## src/design/ofir_ram.sv

```systemverilog
// Generic simple dual-port RAM, one write port and one registered read port.
module ofir_ram #(
  parameter int WIDTH = 16,
  parameter int DEPTH = 64
) (
  input  logic                     clk,
  input  logic                     we,
  input  logic [$clog2(DEPTH)-1:0] waddr,
  input  logic [WIDTH-1:0]         wdata,
  input  logic                     re,
  input  logic [$clog2(DEPTH)-1:0] raddr,
  output logic [WIDTH-1:0]         rdata
);

  logic [WIDTH-1:0] mem [DEPTH];

  always_ff @(posedge clk) begin
    if (we) begin
      mem[waddr] <= wdata;
    end
    if (re) begin
      rdata <= mem[raddr];
    end
  end

endmodule

```

## config.mk

```make
export PLATFORM = sky130hd
export DESIGN_NAME = ofir_ram
export DESIGN_NICKNAME = d
export VERILOG_FILES = /design/src/design/ofir_ram.sv
export SDC_FILE = /design/constraint.sdc
export NUM_CORES = 1
export LEC_CHECK = 0
export BUFFER_PORTS_ARGS = -buffer_cell sky130_fd_sc_hd__buf_2
export CAP_MARGIN = 40
export CORE_ASPECT_RATIO = 0.5
export CORE_UTILIZATION = 44
export CTS_BUF_LIST = sky130_fd_sc_hd__clkbuf_8
export DETAILED_ROUTE_END_ITERATION = 10
export GPL_ROUTABILITY_DRIVEN = 0
export GPL_TIMING_DRIVEN = 1
export PLACE_DENSITY = 0.56
export REMOVE_ABC_BUFFERS = 1
export SLEW_MARGIN = 20
export SYNTH_ARGS = -nofsm -noshare
export SYNTH_HDL_FRONTEND = slang
export SYNTH_SLANG_ARGS = --single-unit
```

## constraint.sdc

```tcl
create_clock -name clk -period 3.4 [get_ports clk]
set_input_delay 0.68 -clock clk [delete_from_list [all_inputs] [get_ports clk]]
set_output_delay 0.68 -clock clk [all_outputs]
set_load 0.05 [all_outputs]
```

==> flow_summary.json <==
{
  "drt_iter0_drc": 2338,
  "hold_path.class": "input port to flip-flop",
  "internal_power_mw": 19.0,
  "synth.distinct_cells": 42,
  "hold_ws_ns": 0.258,
  "r2r_cells": 7,
  "drv_cap": 0,
  "relSlewSlack_pct": 40.4,
  "ys_ff_latch": 1040,
  "fmax_ghz": 0.401,
  "final.setup_skew_ns": 0.0264,
  "drive_gt1_share_pct": 30.7,
  "routed_via_density": 5.77,
  "r2r_start": "mem[7][11]",
  "cts-root-buf": "clkbuf_8",
  "drtPass1Iterations": 6,
  "finalPower_mw": 24.7,
  "final_util_pct": 51.0,
  "crit_path_max_fanout": 27,
  "wl_um": 102000,
  "hold_buffers": 0,
  "fp.dieH_um": 216,
  "whs_endpoint": "mem[32][9]",
  "finalHoldViolations": 0,
  "instances_no_fill": 3421,
  "fp.coreArea_um2": 89400,
  "antenna_found_initial": 5,
  "cp_data_arrival_time_ns": 3.10,
  "status": "finished, final reports clean",
  "grt_pass1_wl_um": 148000,
  "routed-via-count": 19743,
  "yosys_warnings": 0,
  "placement.io_buffers": 46,
  "synth_edf_count": 1040,
  "numCtsBuffers": 149,
  "r2r-end": "rdata[11]",
  "drc": 0,
  "critPathLaunch": "raddr[0]",
  "setup_viol": 0,
  "synth_area_um2": 40200,
  "yosysSeqAreaShare_pct": 77.7,
  "clock_latency_ns": 0.83,
  "avgSynthCellArea_um2": 22.0,
  "r2r_setup_slack_ns": 0.99,
  "p_sw_mw": 5.74,
  "grt.total_usage_pct": 22.6,
  "nets": 2151,
  "numClockSinks": 1040,
  "cts_tree": "built",
  "synth_top_area_share_pct": 77.7,
  "power_frac_seq_pct": 57.7,
  "synth_area_leader_cell": "edfxtp_1",
  "dieArea_um2": 92700,
  "std_cell_rows": 77,
  "syn_inst": 1829,
  "synth_common_cells": "edfxtp_1, mux4_2, mux2i_1, nor2_1, nand2_1",
  "setup-tns-final_ns": 0,
  "die_w_um": 429,
  "ys_async_sr_fraction_pct": 0,
  "power_frac_comb_pct": 6.1,
  "worst_slew_pin_slew_ns": 0.894,
  "cp.required_ns": 4.00,
  "period_share_pct": 73.4,
  "grt_max_degree": 65,
  "holdPathStages": 1,
  "clockPowerShare_pct": 36.2,
  "start_util_pct": 45.0,
  "peakVddDrop_mv": 0.362,
  "placedCellCount": 3154,
  "min-delay-start": "wdata[9]",
  "cts.path.max_buffers": 3,
  "ant_nets": 0,
  "area_delta_synth_final_pct": 13.5,
  "synth.most_common_cell": "edfxtp_1",
  "fin_crit_ns": 2.50,
  "powerDensity_nw_per_um2": 542,
  "crit_type": "input port to flip-flop",
  "path_clk_slew_ns": 0.07,
  "dpl.hpwl_um": 64300,
  "p_sw_share_pct": 23.2,
  "critPathLaunchType": "input port",
  "crit_path_end_kind": "flip-flop",
  "ys.flop_type": "edfxtp_1",
  "routedWlPerCell_um": 30.0,
  "drv_slew": 0,
  "grt_pass1_vias": 19945,
  "ioPinCount": 47,
  "postCtsSetupRepairBufs": 0,
  "h-tree-depth": 4,
  "ys_top_cells_by_area": "edfxtp_1, mux4_2, mux2i_1, mux2_2, a22oi_1",
  "cts_resized": 0,
  "gr-total-overflow": 0,
  "rsz0062_at_grt": "no",
  "p_leak_nw": 14.8
}
stage by stage:
step | worst slack (ns) | cell area (um2)
final | 0.904 | 45600
after global routing | 0.833 | 45600
after CTS | 0.950 | 45600
after detailed placement | 0.0471 | 43000
after global placement | 0.0691 | 42900
after floorplan | 0.838 | 39500
state kept, by name, summed over array words and instances (netlist names):
register / cells
mem: 1024
rdata: 16
placed cells by master (no fill, tap or decap), types with 16 or more instances in the layout:
master	netlist	routed
a22oi_1	39	39
clkbuf_8	0	155
nor2b_1	30	30
edfxtp_1	1040	1040
buf_12	5	21
buf_4	13	176
a221oi_1	16	16
a21oi_1	17	17
nand2_1	59	59
buf_2	36	42
mux2i_1	85	85
nor2_1	72	63
mux2_2	27	27
inv_1	0	49
clkinv_1	0	39
nand3_1	24	24
mux4_2	220	220
worst max path at each step:
stage | endpoint | slack, ns | depth (start not counted)
2_1_floorplan | mem[48][0] | 0.84 | 3
3_3_place_gp | rdata[11] | 0.07 | 9
3_5_place_dp | rdata[4] | 0.05 | 7
4_1_cts | rdata[4] | 0.95 | 1
5_1_grt | rdata[11] | 0.83 | 9
6_report | rdata[11] | 0.90 | 9
kinds of logic (layout without fill, tap and decap cells):
family	count (synthesis)	count (layout)	synth area share, %
flops	1040	1040	77.7
mux	336	336	15.5
simple gates	220	220	2.64
compound gates	129	129	2.40
buf+inv	104	509	1.82
other cells	0	2	0
final cells by class:
class,instances,area [um2]
Antenna cell,2,5.00
Timing Repair Buffer,244,2040
Fill cell,7122,43800
Tap cell,1185,1480
Sequential cell,1040,31200
Clock inverter,110,468
Multi-Input combinational cell,685,8270
Clock buffer,155,2130
per-layer routing:
layer / global-route usage [%] / vias up / share of wire [%]
met5: 0 / - / 0.042
li1: - / 8309 / -
met4: 6.76 / 6 / 1.8
met3: 4.00 / 126 / 6.9
met2: 33.5 / 655 / 46
met1: 34.5 / 10647 / 45
power by group through the flow:
stage	Combinational, mW	Clock [mW]	Sequential [mW]
6_report	1.51	8.95	14.3
2_1_floorplan	0.527	0	14.6
3_5_place_dp	1.53	0	14.5
3_3_place_gp	1.51	0	14.5
4_1_cts	1.53	9.19	14.3
5_1_grt	1.60	9.71	14.3
worst max-delay path, cell delays in order:
cell	delay, ns
buf_8	0.26
buf_12	0.29
mux4_2	0.53
nor2b_1	0.14
a211o_1	0.31
a31oi_1	0.42
buf_4	0.20
a311oi_1	0.04
buf_4	0.16
(Power assumes the default switching activity.)
